## config.mk

```make
export PLATFORM = sky130hd
export DESIGN_NAME = sbq_eq_lane
export DESIGN_NICKNAME = d
export VERILOG_FILES = /design/src/hdl/sbq_eq_pkg.sv /design/src/hdl/sbq_eq_lane.sv
export SDC_FILE = /design/constraint.sdc
export NUM_CORES = 2
export LEC_CHECK = 0
export BUFFER_PORTS_ARGS = -buffer_cell sky130_fd_sc_hd__buf_2
export CORE_MARGIN = 5
export CORE_UTILIZATION = 34
export CTS_CLUSTER_DIAMETER = 30
export DETAILED_ROUTE_END_ITERATION = 7
export GPL_TIMING_DRIVEN = 0
export HOLD_SLACK_MARGIN = 0.12
export PLACE_DENSITY = 0.59
export SYNTH_ARGS = -nofsm -noshare
export SYNTH_HDL_FRONTEND = slang
export SYNTH_SLANG_ARGS = --single-unit
```

## constraint.sdc

```tcl
create_clock -name clk -period 10 [get_ports clk]
set_input_delay 3 -clock clk [delete_from_list [all_inputs] [get_ports clk]]
set_output_delay 3 -clock clk [all_outputs]
set_load 0.005 [all_outputs]
```

## src/hdl/sbq_eq_pkg.sv

```systemverilog
package sbq_eq_pkg;

    // field widths fixed by the interface
    localparam int SAMPLE_BITS = 24;
    localparam int COEFF_BITS  = 32;
    localparam int OPCODE_W    = 2;
    localparam int BAND_SEL_W  = 3;
    localparam int COEF_SEL_W  = 3;
    localparam int ACT_W       = 4;
    localparam int EN_BITS     = 8;
    localparam int EN_IDX_W    = 3;

    // cascade geometry
    localparam int BANDS      = 8;
    localparam int NCOEF      = 5;
    localparam int NHIST      = 4;
    localparam int BAND_W     = (BANDS > 1) ? $clog2(BANDS) : 1;
    localparam int CNT_W      = ($clog2(BANDS + 1) > ACT_W) ? $clog2(BANDS + 1) : ACT_W;
    localparam int COEF_DEPTH = BANDS * NCOEF;
    localparam int COEF_AW    = $clog2(COEF_DEPTH);
    localparam int HIDX_W     = 2;
    localparam int HIST_DEPTH = BANDS * NHIST;
    localparam int HIST_AW    = BAND_W + HIDX_W;

    // arithmetic
    localparam int COEFF_FRAC = COEFF_BITS - 6;
    localparam int PROD_W     = COEFF_BITS + SAMPLE_BITS;
    localparam int ACC_BITS   = 64;

    localparam logic [COEFF_BITS-1:0] COEFF_ONE =
        {{(COEFF_BITS-1){1'b0}}, 1'b1} << COEFF_FRAC;
    localparam logic signed [ACC_BITS-1:0] ROUND_ADD =
        {{(ACC_BITS-1){1'b0}}, 1'b1} << (COEFF_FRAC - 1);
    localparam logic signed [ACC_BITS-1:0] SAT_MAX =
        {{(ACC_BITS-SAMPLE_BITS+1){1'b0}}, {(SAMPLE_BITS-1){1'b1}}};
    localparam logic signed [ACC_BITS-1:0] SAT_MIN = ~SAT_MAX;

    // band sequencer steps
    localparam int STEP_W = 3;
    localparam logic [STEP_W-1:0] STEP_ISSUE     = 3'd0;
    localparam logic [STEP_W-1:0] STEP_MUL_FIRST = 3'd1;
    localparam logic [STEP_W-1:0] STEP_ACC_FIRST = 3'd2;
    localparam logic [STEP_W-1:0] STEP_WR_X1     = 3'd3;
    localparam logic [STEP_W-1:0] STEP_COEF_LAST = 3'd4;
    localparam logic [STEP_W-1:0] STEP_MUL_LAST  = 3'd5;
    localparam logic [STEP_W-1:0] STEP_ACC_LAST  = 3'd6;
    localparam logic [STEP_W-1:0] STEP_LAST      = 3'd7;
    // products from this step on are the feedback terms
    localparam logic [STEP_W-1:0] STEP_SUB_FIRST = 3'd5;

    // history slots within one band and channel
    localparam logic [HIDX_W-1:0] HIDX_X1 = 2'd0;
    localparam logic [HIDX_W-1:0] HIDX_X2 = 2'd1;
    localparam logic [HIDX_W-1:0] HIDX_Y1 = 2'd2;
    localparam logic [HIDX_W-1:0] HIDX_Y2 = 2'd3;

    // request codes
    typedef enum logic [OPCODE_W-1:0] {
        OP_PROCESS     = 2'd0,
        OP_COEF_WRITE  = 2'd1,
        OP_CLEAR       = 2'd2
    } opcode_t;

    // register map
    localparam int PADDR_W = 3;
    localparam logic REG_ACTIVE_BANDS = 1'b0;
    localparam logic REG_BAND_ENABLE  = 1'b1;

    // sequencer to lane control
    typedef struct packed {
        logic              run;
        logic              load;
        logic              clear;
        logic [BAND_W-1:0] band;
        logic [STEP_W-1:0] step;
    } lane_ctrl_t;

    // coefficient store write request
    typedef struct packed {
        logic                  en;
        logic [COEF_AW-1:0]    addr;
        logic [COEFF_BITS-1:0] data;
    } coef_wr_t;

endpackage

```

## src/hdl/sbq_eq_lane.sv

```systemverilog
module sbq_eq_lane
    import sbq_eq_pkg::*;
(
    input  logic                   clk,
    input  logic                   rst_n,
    input  lane_ctrl_t             ctrl,
    input  logic                   hist_wr_ok,
    input  logic [SAMPLE_BITS-1:0] sample,
    input  logic [COEFF_BITS-1:0]  coef_rd,
    output logic [SAMPLE_BITS-1:0] result
);

    logic [SAMPLE_BITS-1:0] hist_mem [HIST_DEPTH];
    logic [HIST_DEPTH-1:0]  hist_vld_reg;
    logic [SAMPLE_BITS-1:0] hist_rd_reg;

    logic [SAMPLE_BITS-1:0]     x_reg;
    logic [SAMPLE_BITS-1:0]     x_next;
    logic signed [PROD_W-1:0]   prod_reg;
    logic signed [PROD_W-1:0]   prod_next;
    logic signed [ACC_BITS-1:0] acc_reg;
    logic signed [ACC_BITS-1:0] acc_next;

    logic                       mul_en;
    logic                       acc_en;
    logic [SAMPLE_BITS-1:0]     operand;
    logic signed [ACC_BITS-1:0] prod_ext;
    logic signed [ACC_BITS-1:0] acc_base;
    logic signed [ACC_BITS-1:0] rounded;
    logic signed [ACC_BITS-1:0] shifted;
    logic [SAMPLE_BITS-1:0]     y;
    logic [HIST_AW-1:0]         hist_ra;
    logic [HIST_AW-1:0]         hist_wa;
    logic [SAMPLE_BITS-1:0]     hist_wd;
    logic                       hist_hit;
    logic                       hist_we;
    logic [HIDX_W-1:0]          hist_widx;

    // one multiply per step, one accumulate per step behind it
    always_comb
    begin
        mul_en   = ctrl.run && (ctrl.step >= STEP_MUL_FIRST) && (ctrl.step <= STEP_MUL_LAST);
        acc_en   = ctrl.run && (ctrl.step >= STEP_ACC_FIRST) && (ctrl.step <= STEP_ACC_LAST);
        operand  = (ctrl.step == STEP_MUL_FIRST) ? x_reg : hist_rd_reg;
        prod_next = PROD_W'($signed(coef_rd)) * PROD_W'($signed(operand));
        prod_ext = ACC_BITS'(prod_reg);
        acc_base = (ctrl.step == STEP_ACC_FIRST) ? '0 : acc_reg;
        if (ctrl.step >= STEP_SUB_FIRST)
        begin
            acc_next = acc_base - prod_ext;
        end
        else
        begin
            acc_next = acc_base + prod_ext;
        end
    end

    // round half up, then saturate to the sample range
    always_comb
    begin
        rounded = acc_reg + ROUND_ADD;
        shifted = rounded >>> COEFF_FRAC;
        if (shifted > SAT_MAX)
        begin
            y = SAMPLE_BITS'(SAT_MAX);
        end
        else if (shifted < SAT_MIN)
        begin
            y = SAMPLE_BITS'(SAT_MIN);
        end
        else
        begin
            y = SAMPLE_BITS'(shifted);
        end
    end

    // history shuffle spread over the band steps
    always_comb
    begin
        hist_ra   = {ctrl.band, HIDX_W'(ctrl.step - STEP_MUL_FIRST)};
        hist_hit  = 1'b1;
        hist_widx = HIDX_X1;
        hist_wd   = x_reg;
        case (ctrl.step)
            STEP_ACC_FIRST:
            begin
                hist_widx = HIDX_X2;
                hist_wd   = hist_rd_reg;
            end
            STEP_WR_X1:
            begin
                hist_widx = HIDX_X1;
                hist_wd   = x_reg;
            end
            STEP_COEF_LAST:
            begin
                hist_widx = HIDX_Y2;
                hist_wd   = hist_rd_reg;
            end
            STEP_LAST:
            begin
                hist_widx = HIDX_Y1;
                hist_wd   = y;
            end
            default:
            begin
                hist_hit = 1'b0;
            end
        endcase
        hist_wa = {ctrl.band, hist_widx};
        hist_we = ctrl.run && hist_wr_ok && hist_hit;
    end

    // running sample: input at load, band output after each band
    always_comb
    begin
        x_next = x_reg;
        if (ctrl.load)
        begin
            x_next = sample;
        end
        else if (ctrl.run && (ctrl.step == STEP_LAST))
        begin
            x_next = y;
        end
    end

    always_ff @(posedge clk)
    begin
        x_reg <= x_next;
        if (mul_en)
        begin
            prod_reg <= prod_next;
        end
        if (acc_en)
        begin
            acc_reg <= acc_next;
        end
    end

    // history valid bits, cleared at once
    always_ff @(posedge clk or negedge rst_n)
    begin
        if (!rst_n)
        begin
            hist_vld_reg <= '0;
        end
        else if (ctrl.clear)
        begin
            hist_vld_reg <= '0;
        end
        else if (hist_we)
        begin
            hist_vld_reg[hist_wa] <= 1'b1;
        end
    end

    // history array with registered read
    always_ff @(posedge clk)
    begin
        if (hist_we)
        begin
            hist_mem[hist_wa] <= hist_wd;
        end
        hist_rd_reg <= hist_vld_reg[hist_ra] ? hist_mem[hist_ra] : '0;
    end

    assign result = x_reg;

endmodule

```

==> flow_metrics.tcl <==
set metrics [dict create \
    failed_checks "negative setup slack" \
    finalWirelength_mm 223 \
    largest_reg_flops 768 \
    report.power.total_mw 18.2 \
    path_clk_slew_ns 0.06 \
    hp-class "flip-flop to flip-flop" \
    cts_sinks 968 \
    core_sq_mm 0.202 \
    via_per_inst 5.32 \
    root_buffer "clkbuf_16" \
    ys_ff_latch 968 \
    rsz0062_at_grt "true" \
    yosysSeqAreaShare_pct 41.6 \
    nets 6892 \
    worstSetupPathType "primary input to flip-flop" \
    hold_path_end "hist_vld_reg[5]" \
    numPortBuffers 90 \
    synth_warnings 0 \
    grt_pass1_wl_mm 325 \
    dr.pass1.iters 5 \
    syn_inst 5463 \
    finClkSkew_ns 0.0716 \
    maxSlewHeadroom_pct 5.19 \
    ios 92 \
    postPlaceCellArea_sq_mm 0.0743 \
    fillerInstances 18900 \
    numCtsBuffers 134 \
    antenna_left 0 \
    dp.cells 8265 \
    dr_total_vias 45800 \
    clk_latency_ns 0.77 \
    antenna_found_initial 14 \
    arrival_ns 11.03 \
    slowest_stage "fa_2" \
    cp_common_cell "fa_1" \
    clockBufferDepth 3 \
    synth_top_area_cell "edfxtp_1" \
    core.rowCount 165 \
    gp_congestion 0.938 \
    max_cap_violations 0 \
    grt_pass1_vias 48300 \
    fin_crit_sh_pct 105 \
    synth_fp_nets 6534 \
    cp-end-kind "flip-flop" \
    die_x_microns 460 \
    h-tree-depth 4 \
    p_per_area_mw_per_mm2 223 \
    grt_use_total_pct 20.9 \
    timing.setup.tns_ns -4.21 \
    reg2reg_to "prod_reg[52]" \
    period_needed_ns 10.55 \
    fmax_mhz 94.8 \
    p_switching_mw 6.83 \
    p_seq_share_pct 30.4 \
    hpwlAfterDp_mm 166 \
    drtIter0Drc 4598 \
    switching_share_pct 37.5 \
    synth_edf_count 912 \
    cp_max_fo 10 \
    cts_tree "yes" \
    setup_viol 17 \
    final-hold-violation-count 0 \
    hold_depth 2 \
    power_frac_clock_pct 27.7 \
    r2r-start "result[6]" \
    async_reset_ff_share_pct 3.31 \
    post_drt_wl_per_cell_microns 25.9 \
    p_leak_nw 32.0 \
    min_from "hist_vld_reg[5]" \
    postLayoutSetupSlackWorst_ns -0.546 \
    route.detailed.drc 0 \
    die_y_microns 460 \
    yosys.cell_count.top_type "edfxtp_1" \
    initial_core_util_pct 34.2 \
    required_ns 10.48 \
    yosysTopAreaCellShare_pct 39.7 \
    grt_max_degree 63 \
    avgSynthCellArea_sq_um 12.6 \
    timing.reg2reg.setup_slack_ns 1.86 \
    syn_to_final_growth_pct 18.3 \
    ys_types 84 \
    ys_top_cells_by_area "edfxtp_1 40%, fa_1 23%, mux4_2 6.5%, inv_1 4.3%, ha_1 4.0%" \
    grt_overflow 0 \
    tightest_slew_ns 1.42 \
    finalNonFillerCells 8607 \
    rr_worst_depth 26 \
    maxSlewViolCount 0 \
    p_comb_share_pct 41.9 \
    fin_area_sq_mm 0.0815 \
    status "finished with violations" \
    ys.flop_type "edfxtp_1" \
    ys_top_cells_by_count "912 x edfxtp_1, 785 x inv_1, 784 x fa_1" \
    cp-start-kind "primary input" \
    syn_area_sq_mm 0.0690 \
    slowest_delay_ns 0.60 \
    vdd_drop_max_mv 0.247 \
    die-area_sq_mm 0.212 \
    drive_gt1_share_pct 17.1 \
    p_int_mw 11.4 \
]
[placed cells by master (no fill, tap or decap), types with 20 or more instances in the layout]
cell and instances:
a211o_1 24, a21o_1 50, a21oi_1 151, a221oi_1 30, a22o_1 26, a22oi_1 50
a31oi_1 36, and2_1 343, and3_1 42, buf_1 32, buf_12 25, buf_2 95
buf_4 79, clkbuf_1 144, clkbuf_16 156, clkbuf_8 33, dfrtp_1 32, dfxtp_1 24
edfxtp_1 912, fa_1 753, fa_2 31, ha_1 193, ha_4 20, inv_1 764
mux2_2 21, mux2_4 20, mux4_2 200, nand2_1 450, nand2b_1 24, nand3_1 36
nand4_1 24, nor2_1 192, nor2_4 32, nor2b_1 108, nor3_1 32, o21ai_0 59
o21ai_1 30, xnor2_1 136, xor2_1 58
[area by class of cell]
| type | count | area, sq um | share of cell area [%] |
|---|---|---|---|
| repair buffers | 230 | 2280 | 2.80 |
| clock buffers | 144 | 3440 | 4.22 |
| multi-input cells | 3445 | 37600 | 46.1 |
| inverters | 785 | 2970 | 3.64 |
| well taps | 2672 | 3340 | 4.10 |
| plain buffers | 257 | 1830 | 2.24 |
| diodes | 7 | 17.5 | 0.0215 |
| clock inverters | 99 | 1380 | 1.69 |
| flip-flops and latches | 968 | 28700 | 35.2 |
[power by group through the flow]
stage,sequential [mW],clock [mW],combinational (mW)
6_report,5.52,5.05,7.62
5_1_grt,5.55,5.30,8.33
4_1_cts,5.52,5.10,7.36
3_5_place_dp,5.60,0,6.99
3_3_place_gp,5.60,0,6.92
2_1_floorplan,5.45,0,4.89
[cell families (layout without fill, tap and decap cells)]
logic type,count (synthesis),in the layout,share of synthesized area [%]
fa+ha+maj,1003,1003,26.7
compound gates,612,612,5.95
buf+inv,1050,1515,5.77
mux,252,252,7.36
simple gates,1375,1375,10.0
flops,968,968,41.6
other cells,0,7,0
xor+xnor,203,203,2.58
[layer usage]
metal / global-route usage, % / share of wire [%] / vias up
met5: 0 / 0.0099 / -
met4: 10.4 / 6.1 / 4
met3: 4.63 / 8.7 / 498
met2: 34.8 / 48 / 2138
met1: 25.8 / 37 / 23800
li1: - / - / 19300
[critical path, delay by kind of cell]
| family | cells | cell delay [ns] |
|---|---|---|
| compound gates | 7 | 1.64 |
| mux | 1 | 0.42 |
| fa+ha+maj | 9 | 3.97 |
| xor+xnor | 1 | 0.13 |
| simple gates | 4 | 0.80 |
| buf+inv | 9 | 1.05 |
[metrics by stage]
| stage | hold WS, ns | utilization (%) | setup WS [ns] |
|---|---|---|---|
| floorplan | 0.461 | - | -0.410 |
| global placement | 0.474 | 36.2 | -3.29 |
| detailed placement | 0.485 | 36.8 | -3.18 |
| CTS | 0.498 | 40.1 | -0.454 |
| global route | 0.523 | 40.4 | -0.729 |
| finish | 0.494 | 40.4 | -0.546 |
[timing repair]
item,CTS,global route
buffers inserted,64,32
pin swaps,80,74
gates resized for setup,298,91
hold endpoints to repair,0,0
cloned,4,1
setup endpoints to repair,92,32
hold buffers,0,0
[how the worst max path moves through the flow]
stage          startpoint      endpoint  slack (ns)  cells after the start
2_1_floorplan     ctrl[1]  prod_reg[54]       -0.41                     28
5_1_grt           ctrl[1]  prod_reg[52]       -0.73                     34
6_report          ctrl[0]  prod_reg[52]       -0.55                     31
3_5_place_dp      ctrl[0]  prod_reg[55]       -3.18                     31
3_3_place_gp      ctrl[0]  prod_reg[55]       -3.29                     29
4_1_cts           ctrl[1]  prod_reg[54]       -0.45                     34
Power figures use the tool's default switching activity.
