[config.mk]
export PLATFORM = sky130hd
export DESIGN_NAME = sbq_eq_coef_store
export DESIGN_NICKNAME = d
export VERILOG_FILES = /design/src/hdl/sbq_eq_pkg.sv /design/src/hdl/sbq_eq_coef_store.sv
export SDC_FILE = /design/constraint.sdc
export NUM_CORES = 1
export LEC_CHECK = 0
export BUFFER_PORTS_ARGS = -buffer_cell sky130_fd_sc_hd__buf_2
export CORE_ASPECT_RATIO = 0.6
export CORE_MARGIN = 4
export CORE_UTILIZATION = 40
export DETAILED_ROUTE_END_ITERATION = 12
export GPL_TIMING_DRIVEN = 0
export SYNTH_ARGS = -nofsm -noshare
export SYNTH_HDL_FRONTEND = slang
export SYNTH_SLANG_ARGS = --single-unit
[constraint.sdc]
create_clock -name clk -period 3 [get_ports clk]
set_clock_uncertainty 0.05 [all_clocks]
set_input_delay 0 -clock clk [delete_from_list [all_inputs] [get_ports clk]]
set_output_delay 0 -clock clk [all_outputs]
set_load 0.05 [all_outputs]
[src/hdl/sbq_eq_pkg.sv]
package sbq_eq_pkg;

    // field widths fixed by the interface
    localparam int SAMPLE_BITS = 24;
    localparam int COEFF_BITS  = 32;
    localparam int OPCODE_W    = 2;
    localparam int BAND_SEL_W  = 3;
    localparam int COEF_SEL_W  = 3;
    localparam int ACT_W       = 4;
    localparam int EN_BITS     = 8;
    localparam int EN_IDX_W    = 3;

    // cascade geometry
    localparam int BANDS      = 8;
    localparam int NCOEF      = 5;
    localparam int NHIST      = 4;
    localparam int BAND_W     = (BANDS > 1) ? $clog2(BANDS) : 1;
    localparam int CNT_W      = ($clog2(BANDS + 1) > ACT_W) ? $clog2(BANDS + 1) : ACT_W;
    localparam int COEF_DEPTH = BANDS * NCOEF;
    localparam int COEF_AW    = $clog2(COEF_DEPTH);
    localparam int HIDX_W     = 2;
    localparam int HIST_DEPTH = BANDS * NHIST;
    localparam int HIST_AW    = BAND_W + HIDX_W;

    // arithmetic
    localparam int COEFF_FRAC = COEFF_BITS - 6;
    localparam int PROD_W     = COEFF_BITS + SAMPLE_BITS;
    localparam int ACC_BITS   = 64;

    localparam logic [COEFF_BITS-1:0] COEFF_ONE =
        {{(COEFF_BITS-1){1'b0}}, 1'b1} << COEFF_FRAC;
    localparam logic signed [ACC_BITS-1:0] ROUND_ADD =
        {{(ACC_BITS-1){1'b0}}, 1'b1} << (COEFF_FRAC - 1);
    localparam logic signed [ACC_BITS-1:0] SAT_MAX =
        {{(ACC_BITS-SAMPLE_BITS+1){1'b0}}, {(SAMPLE_BITS-1){1'b1}}};
    localparam logic signed [ACC_BITS-1:0] SAT_MIN = ~SAT_MAX;

    // band sequencer steps
    localparam int STEP_W = 3;
    localparam logic [STEP_W-1:0] STEP_ISSUE     = 3'd0;
    localparam logic [STEP_W-1:0] STEP_MUL_FIRST = 3'd1;
    localparam logic [STEP_W-1:0] STEP_ACC_FIRST = 3'd2;
    localparam logic [STEP_W-1:0] STEP_WR_X1     = 3'd3;
    localparam logic [STEP_W-1:0] STEP_COEF_LAST = 3'd4;
    localparam logic [STEP_W-1:0] STEP_MUL_LAST  = 3'd5;
    localparam logic [STEP_W-1:0] STEP_ACC_LAST  = 3'd6;
    localparam logic [STEP_W-1:0] STEP_LAST      = 3'd7;
    // products from this step on are the feedback terms
    localparam logic [STEP_W-1:0] STEP_SUB_FIRST = 3'd5;

    // history slots within one band and channel
    localparam logic [HIDX_W-1:0] HIDX_X1 = 2'd0;
    localparam logic [HIDX_W-1:0] HIDX_X2 = 2'd1;
    localparam logic [HIDX_W-1:0] HIDX_Y1 = 2'd2;
    localparam logic [HIDX_W-1:0] HIDX_Y2 = 2'd3;

    // request codes
    typedef enum logic [OPCODE_W-1:0] {
        OP_PROCESS     = 2'd0,
        OP_COEF_WRITE  = 2'd1,
        OP_CLEAR       = 2'd2
    } opcode_t;

    // register map
    localparam int PADDR_W = 3;
    localparam logic REG_ACTIVE_BANDS = 1'b0;
    localparam logic REG_BAND_ENABLE  = 1'b1;

    // sequencer to lane control
    typedef struct packed {
        logic              run;
        logic              load;
        logic              clear;
        logic [BAND_W-1:0] band;
        logic [STEP_W-1:0] step;
    } lane_ctrl_t;

    // coefficient store write request
    typedef struct packed {
        logic                  en;
        logic [COEF_AW-1:0]    addr;
        logic [COEFF_BITS-1:0] data;
    } coef_wr_t;

endpackage

[src/hdl/sbq_eq_coef_store.sv]
module sbq_eq_coef_store
    import sbq_eq_pkg::*;
(
    input  logic                  clk,
    input  logic                  rst_n,
    input  coef_wr_t              wr,
    input  logic                  rd_en,
    input  logic [COEF_AW-1:0]    rd_addr,
    input  logic                  rd_is_b0,
    output logic [COEFF_BITS-1:0] rd_data
);

    logic [COEFF_BITS-1:0] coef_mem [COEF_DEPTH];
    logic [COEF_DEPTH-1:0] coef_vld_reg;
    logic [COEFF_BITS-1:0] rd_data_reg;

    // written entries are marked, the rest read as their reset value
    always_ff @(posedge clk or negedge rst_n)
    begin
        if (!rst_n)
        begin
            coef_vld_reg <= '0;
        end
        else if (wr.en)
        begin
            coef_vld_reg[wr.addr] <= 1'b1;
        end
    end

    // storage array with registered read
    always_ff @(posedge clk)
    begin
        if (wr.en)
        begin
            coef_mem[wr.addr] <= wr.data;
        end
        if (rd_en)
        begin
            if (coef_vld_reg[rd_addr])
            begin
                rd_data_reg <= coef_mem[rd_addr];
            end
            else
            begin
                rd_data_reg <= rd_is_b0 ? COEFF_ONE : '0;
            end
        end
    end

    assign rd_data = rd_data_reg;

endmodule

==> metrics.txt, run 1 <==
port bufs=76; post-synth cell types=27; Initial Utilization=40.5%; Min-Delay Path Class=in2reg; Max Slew Vio Count=0; vias in the first global route=24476; CP most frequent cell=mux4_2; CP Launch Type=primary input; gr ovfl total=0; Relative slew margins=10.1%; DR WL/cell=32.9 um; fin util=46.8%; nets=2427; Worst Tran Pin Value=1.35 ns; WS Path Type=in2reg; total number of vias=24504; final setup vio count=0; CTS Buf Count=116; largest net degree at the start of global routing=41; Post-Place Cells=3919; site row count=101; Post-synth EDFFs=1312; non-filler cells, final=4179; Hold Path Origin=rd_is_b0; worst endpoint data arrival time=3.35 ns; Seq cells post-synth=1352; routability cong.=0.779; Die Wd=471 um; synthesis-to-layout area growth=15.6%; drt pass-1 iters=6; initial DRC count=3304; CP delay by family, top=buffers and inverters; initial antenna violation count=7; Worst R2R Start=coef_vld_reg[38]; max cap viols=0; RSZ-0062 raised after global routing=no; WP buf/inv=4; first-pass GRT wire length=192000 um; post-DP HPWL=90400 um; Routed WL=137000 um; ys flop type=edfxtp_1; antenna-violating nets left=0; Tmin final=2.99 ns; Die ar.=135000 um^2; Die H=286 um; Largest register FFs=1280; Worst-Skew Late Latency=0.74 ns; worst hold slack=0.0640 ns; CTS Buffer Depth=3; P_leak=18.6 nW; Worst VDD drop=526 uV; status=complete, no violations; Largest stage delay, worst path=0.57 ns; CTS tree=built; Seq/Total Area, Yosys=78.5%; Placeable Area=127000 um^2; layout cells sized above 1=34.5%; Top Ports=81; clk sink count=1352; worst-path cell chain=clkbuf_1, buf_4, clkdlybuf4s15_2, buf_2, mux4_2, mux4_2, a211oi_2, a211oi_1; pwr/cell area=647 nW/um^2; Slowest-stage cell, CP=clkdlybuf4s15_2; root buffer cell=clkbuf_16; # DRC=0; Net Count, Synth=2149; GRT Overall Usage=20.4%; cell area after synthesis=51500 um^2; CP max FO=10; fmax=335 MHz; CP Launch Point=rd_addr[1]; Worst setup EP type=flop; Synth Warn #=0; CP required=3.37 ns; Worst-path clk slew=0.06 ns; Synth Instances=2100; Via density=5.86; H-tree depth=3; Hold Vio Cnt, Final=0; period utilisation layout=99.6%; Post-synth ARST share=2.96%; Synth Area per Inst=24.5 um^2
==> per-stage QoR <==
stage          setup TNS [ns]  instance area, um^2  total power, mW  setup WS [ns]
4_1_cts               -0.0180                59500             38.8        -0.0180
2_1_floorplan               0                51500             22.8          0.496
3_3_place_gp         -2124.19                54000             23.7          -1.88
3_5_place_dp           -34.36                55200             23.8          -1.68
6_report                    0                59500             38.5         0.0123
5_1_grt                     0                59500             39.8         0.0221
==> worst min-delay path: stages <==
cell	delay, ns
dlygate4sd3_1	0.52
buf_2	0.10
mux2_2	0.13
==> final cells by class <==
cell class / instances / area (um^2)
multi-input combinational: 635 / 10900
antenna: 2 / 5.00
sequential: 1352 / 40400
clock inverter: 71 / 672
tap: 1699 / 2130
fill: 10329 / 67600
clock buffer: 147 / 3090
timing repair buffer: 161 / 1710
buffer: 112 / 634
==> cells in the final DEF (no fill, tap or decap), types with 4 or more instances in the layout <==
cell,synthesis,final
edfxtp_1,1312,1312
mux4_2,395,395
clkbuf_16,0,118
buf_2,39,114
clkbuf_1,41,51
a211oi_1,62,51
or2_2,40,40
dfrtp_1,40,40
nor2_4,0,38
buf_12,0,37
dlygate4sd3_1,0,36
mux2i_1,35,35
nor2b_1,34,34
clkinv_1,0,30
clkinv_2,0,19
clkbuf_2,0,16
buf_4,10,15
bufinv_16,0,12
a211oi_2,0,10
buf_6,8,8
buf_1,15,7
nand2_1,6,6
buf_16,0,6
clkdlybuf4s15_2,0,5
clkinvlp_4,0,5
nand2b_1,4,4
nand3_1,4,4
==> worst paths after layout <==
path | cells after the start | end | slack, ns
worst max register to register | 7 | rd_data[29] | 0.11
worst min register to register | 1 | coef_vld_reg[2] | 0.42
max in group asynchronous | 4 | coef_vld_reg[32] | 2.37
worst min-delay path | 3 | rd_data[26] | 0.06
min in group asynchronous | 4 | coef_vld_reg[0] | 0.32
worst max-delay path | 8 | rd_data[0] | 0.01
==> synth_stat cells (6+ instances only) <==
| cell | number | share of area [%] |
|---|---|---|
| nor2b_1 | 34 | 0.41 |
| buf_4 | 10 | 0.15 |
| a211oi_1 | 62 | 0.90 |
| dfrtp_1 | 40 | 1.9 |
| buf_6 | 8 | 0.17 |
| nand2_1 | 6 | 0.044 |
| clkbuf_1 | 41 | 0.30 |
| or2_2 | 40 | 0.49 |
| buf_2 | 39 | 0.38 |
| mux4_2 | 395 | 17 |
| mux2i_1 | 35 | 0.68 |
| buf_1 | 15 | 0.11 |
| edfxtp_1 | 1312 | 77 |
| nor2_1 | 41 | 0.30 |
==> metal layers <==
metal / share of wire [%] / global-route usage [%]
met5: 0.020 / 0
met1: 44 / 31.7
met2: 43 / 29.0
met3: 10 / 5.44
met4: 2.2 / 4.55
==> timing repair <==
item,4_1_cts,5_1_grt
hold buffers,37,0
setup buffers,4,0
endpoints found under the hold margin,1343,0
resized for setup,36,8
setup endpoints to repair,32,5
pin swaps,1,0
==> cells by family after synthesis <==
| group | share of synthesized area [%] |
|---|---|
| simple gates | 1.48 |
| buf+inv | 1.11 |
| mux | 18.0 |
| flops | 78.5 |
| compound gates | 0.982 |
==> report_power, final <==
group	internal, mW	total, mW	switching, mW
combinational	0.925	2.41	1.49
sequential	21.0	21.1	0.0940
clock	8.31	15.0	6.73
total	30.2	38.5	8.31
Power figures use the tool's default switching activity.
==> run 2: changes to the inputs <==
Settings changed: GPL_ROUTABILITY_DRIVEN set to 0.
Clock period 3 ns to 2.4 ns, I/O delays scaled along.
==> run 2 against run 1 <==
Against the previous run:
- the flow now finishes with violations (negative setup slack)
- power is 25% higher
- design area rose by 0.63%
- flip-flop and latch count stayed put
- setup slack worse by 0.38 ns
- critical path depth unchanged
- clock power increased by 24%
- die area is the same
- sequential share of layout area shrank 0.43 points
- cell count about the same
- via count grew 0.12%
- worst hold slack better by 0.011 ns
- routed wire length down 2.4%
==> metrics.txt, run 2 (synthesis results as in run 1) <==
H-tree depth=3 (unchanged); total number of vias=24533 (+0.12%); # DRC=0 (unchanged); CTS Buffer Depth=3 (unchanged); CP Launch Type=primary input; Die H=286 um (unchanged); Worst-path clk slew=0.07 ns (about the same); final setup margin=-0.365 ns (-0.377 ns); Hold Path Sink=rd_data[26]; worst endpoint data arrival time=3.15 ns (-0.20 ns); CP delay by family, top=buffers and inverters; Routed WL=134000 um (-2.4%); Worst-Skew Late Latency=0.73 ns (about the same); max cap viols=0 (unchanged); CP max FO=10 (unchanged); Top Ports=81 (unchanged); worst-path cell chain=clkbuf_1, buf_4, buf_2, clkdlybuf4s15_1, mux4_2, mux4_2, a211oi_1, a211oi_1; Reg2Reg Setup Slack=-0.37 ns (-0.48 ns); nets=2432 (+0.21%); largest net degree at the start of global routing=41 (unchanged); pwr/cell area=802 nW/um^2 (+24%); fmax=362 MHz; first-pass GRT wire length=190000 um (-1.4%); P_leak=18.7 nW (+0.77%); post-DP HPWL=87400 um (-3.4%); gr ovfl total=0 (unchanged); Die ar.=135000 um^2 (unchanged); layout cells sized above 1=35.5% (+1.0 points); Area after DPL=55400 um^2 (+0.27%); most frequent cells in the layout=edfxtp_1, mux4_2, clkbuf_16; Max Slew Vio Count=0 (unchanged); DR WL/cell=32.1 um (-2.4%); fin util=47.1% (+0.30 points); CTS tree=built; Slowest-stage cell, CP=clkdlybuf4s15_1; CP required=2.78 ns (-0.59 ns); port bufs=76 (unchanged); Die Wd=471 um (unchanged); pre-CTS WS=-1.86 ns (-0.182 ns); GRT Overall Usage=19.9% (-0.50 points); design area=59900 um^2 (+0.63%); initial DRC count=3681 (+11%); period utilisation layout=115%; Worst R2R Start=coef_vld_reg[39]; status=complete, but fails checks; Largest stage delay, worst path=0.71 ns (+0.14 ns); Worst VDD drop=551 uV (+4.9%); final setup vio count=32 (+32); Initial Utilization=40.5% (unchanged); Min-Delay Path Class=in2reg; Placeable Area=127000 um^2 (unchanged); RR Endpoint=rd_data[26]; Relative slew margins=8.23% (-1.8 points); vias in the first global route=24772 (+1.2%); root buffer cell=clkbuf_16; CTS Buf Count=115 (-0.86%); worst hold slack=0.0748 ns (+0.0109 ns); violated checks=negative setup slack; Worst setup EP type=flop; most common cell after layout, fill and taps aside=edfxtp_1; Tmin final=2.77 ns; synthesis-to-layout area growth=16.3%; drt pass-1 iters=6 (unchanged); Largest register FFs=1280 (unchanged); antenna-violating nets left=0 (unchanged); initial antenna violation count=19 (+12); Worst Tran Pin Value=1.38 ns (+0.0275 ns); Hold Vio Cnt, Final=0 (unchanged); worst reg2reg path depth=6 (-1); hold path depth=3 (unchanged); site row count=101 (unchanged); RSZ-0062 raised after global routing=yes; Via density=5.87 (+0.17%); WS Path Type=in2reg; WP buf/inv=4 (unchanged); clk sink count=1352 (unchanged); Hold Path Origin=rd_is_b0
-- run 2: cell count changes in the layout (fill, tap and decap cells not counted), sizes merged --
cell and change:
clkinvlp -4, inv +2, buf +5, clkinv +8, clkdlybuf4s15 +4, clkbuf -17, bufinv -1, clkdlybuf4s18 +1
-- run 2: layout make-up --
class	instances	area, um^2
well taps	1699	2130
repair buffers	166	1900
multi-input cells	635	11100
diodes	2	5.00
fillers	10200	67200
plain buffers	113	742
clock inverters	76	672
flip-flops and latches	1352	40400
clock buffers	134	3010
-- run 2: metal layers --
metal	up-vias	wire length [um]	GRT usage (%)
li1	9620	-	-
met1	13369	58900	30.7
met2	1332	58500	28.8
met3	212	13800	4.71
met4	0	2840	4.62
met5	-	0	0
-- run 2: through the flow --
| stage | setup TNS [ns] | cells | power, mW |
|---|---|---|---|
| 6_report | -9.04 | 4177 | 48.1 |
| 5_1_grt | -10.62 | 4175 | 49.5 |
| 4_1_cts | -9.27 | 4172 | 48.3 |
| 3_5_place_dp | -61.46 | 3922 | 29.8 |
| 3_3_place_gp | -2636.56 | 3875 | 29.6 |
| 2_1_floorplan | -45.10 | 2100 | 28.5 |
-- run 2: worst register-to-register path, cell delays in order (launching register included) --
cell and delay (ns):
dfrtp_1 0.37, mux4_2 0.48, mux4_2 0.52, a2111oi_4 0.43, buf_6 0.21, buf_12 0.15, mux2_4 0.30
-- run 2: worst max path at each step --
stage | depth (start not counted) | endpoint | startpoint
2_1_floorplan | 3 | coef_mem[15][0] | wr[36]
3_3_place_gp | 4 | coef_mem[8][16] | wr[36]
3_5_place_dp | 6 | rd_data[7] | rd_addr[2]
4_1_cts | 7 | rd_data[16] | coef_vld_reg[39]
5_1_grt | 6 | rd_data[26] | coef_vld_reg[39]
6_report | 8 | rd_data[18] | rd_addr[1]
-- run 2: timing repair --
action / in CTS / in global routing
hold buffers: 37 / 0
setup buffers: 3 / 2
pin swaps: 1 / 0
endpoints found under the hold margin: 1345 / 0
setup endpoints to repair: 32 / 32
cloned: 0 / 1
gates resized for setup: 56 / 46
-- run 2: where the power goes --
| group | total [mW] | internal (mW) | switching (mW) | leakage (nW) |
|---|---|---|---|---|
| Sequential | 26.3 | 26.2 | 0.116 | 12.3 |
| Combinational | 3.14 | 1.26 | 1.88 | 4.57 |
| Clock | 18.6 | 10.1 | 8.43 | 1.82 |
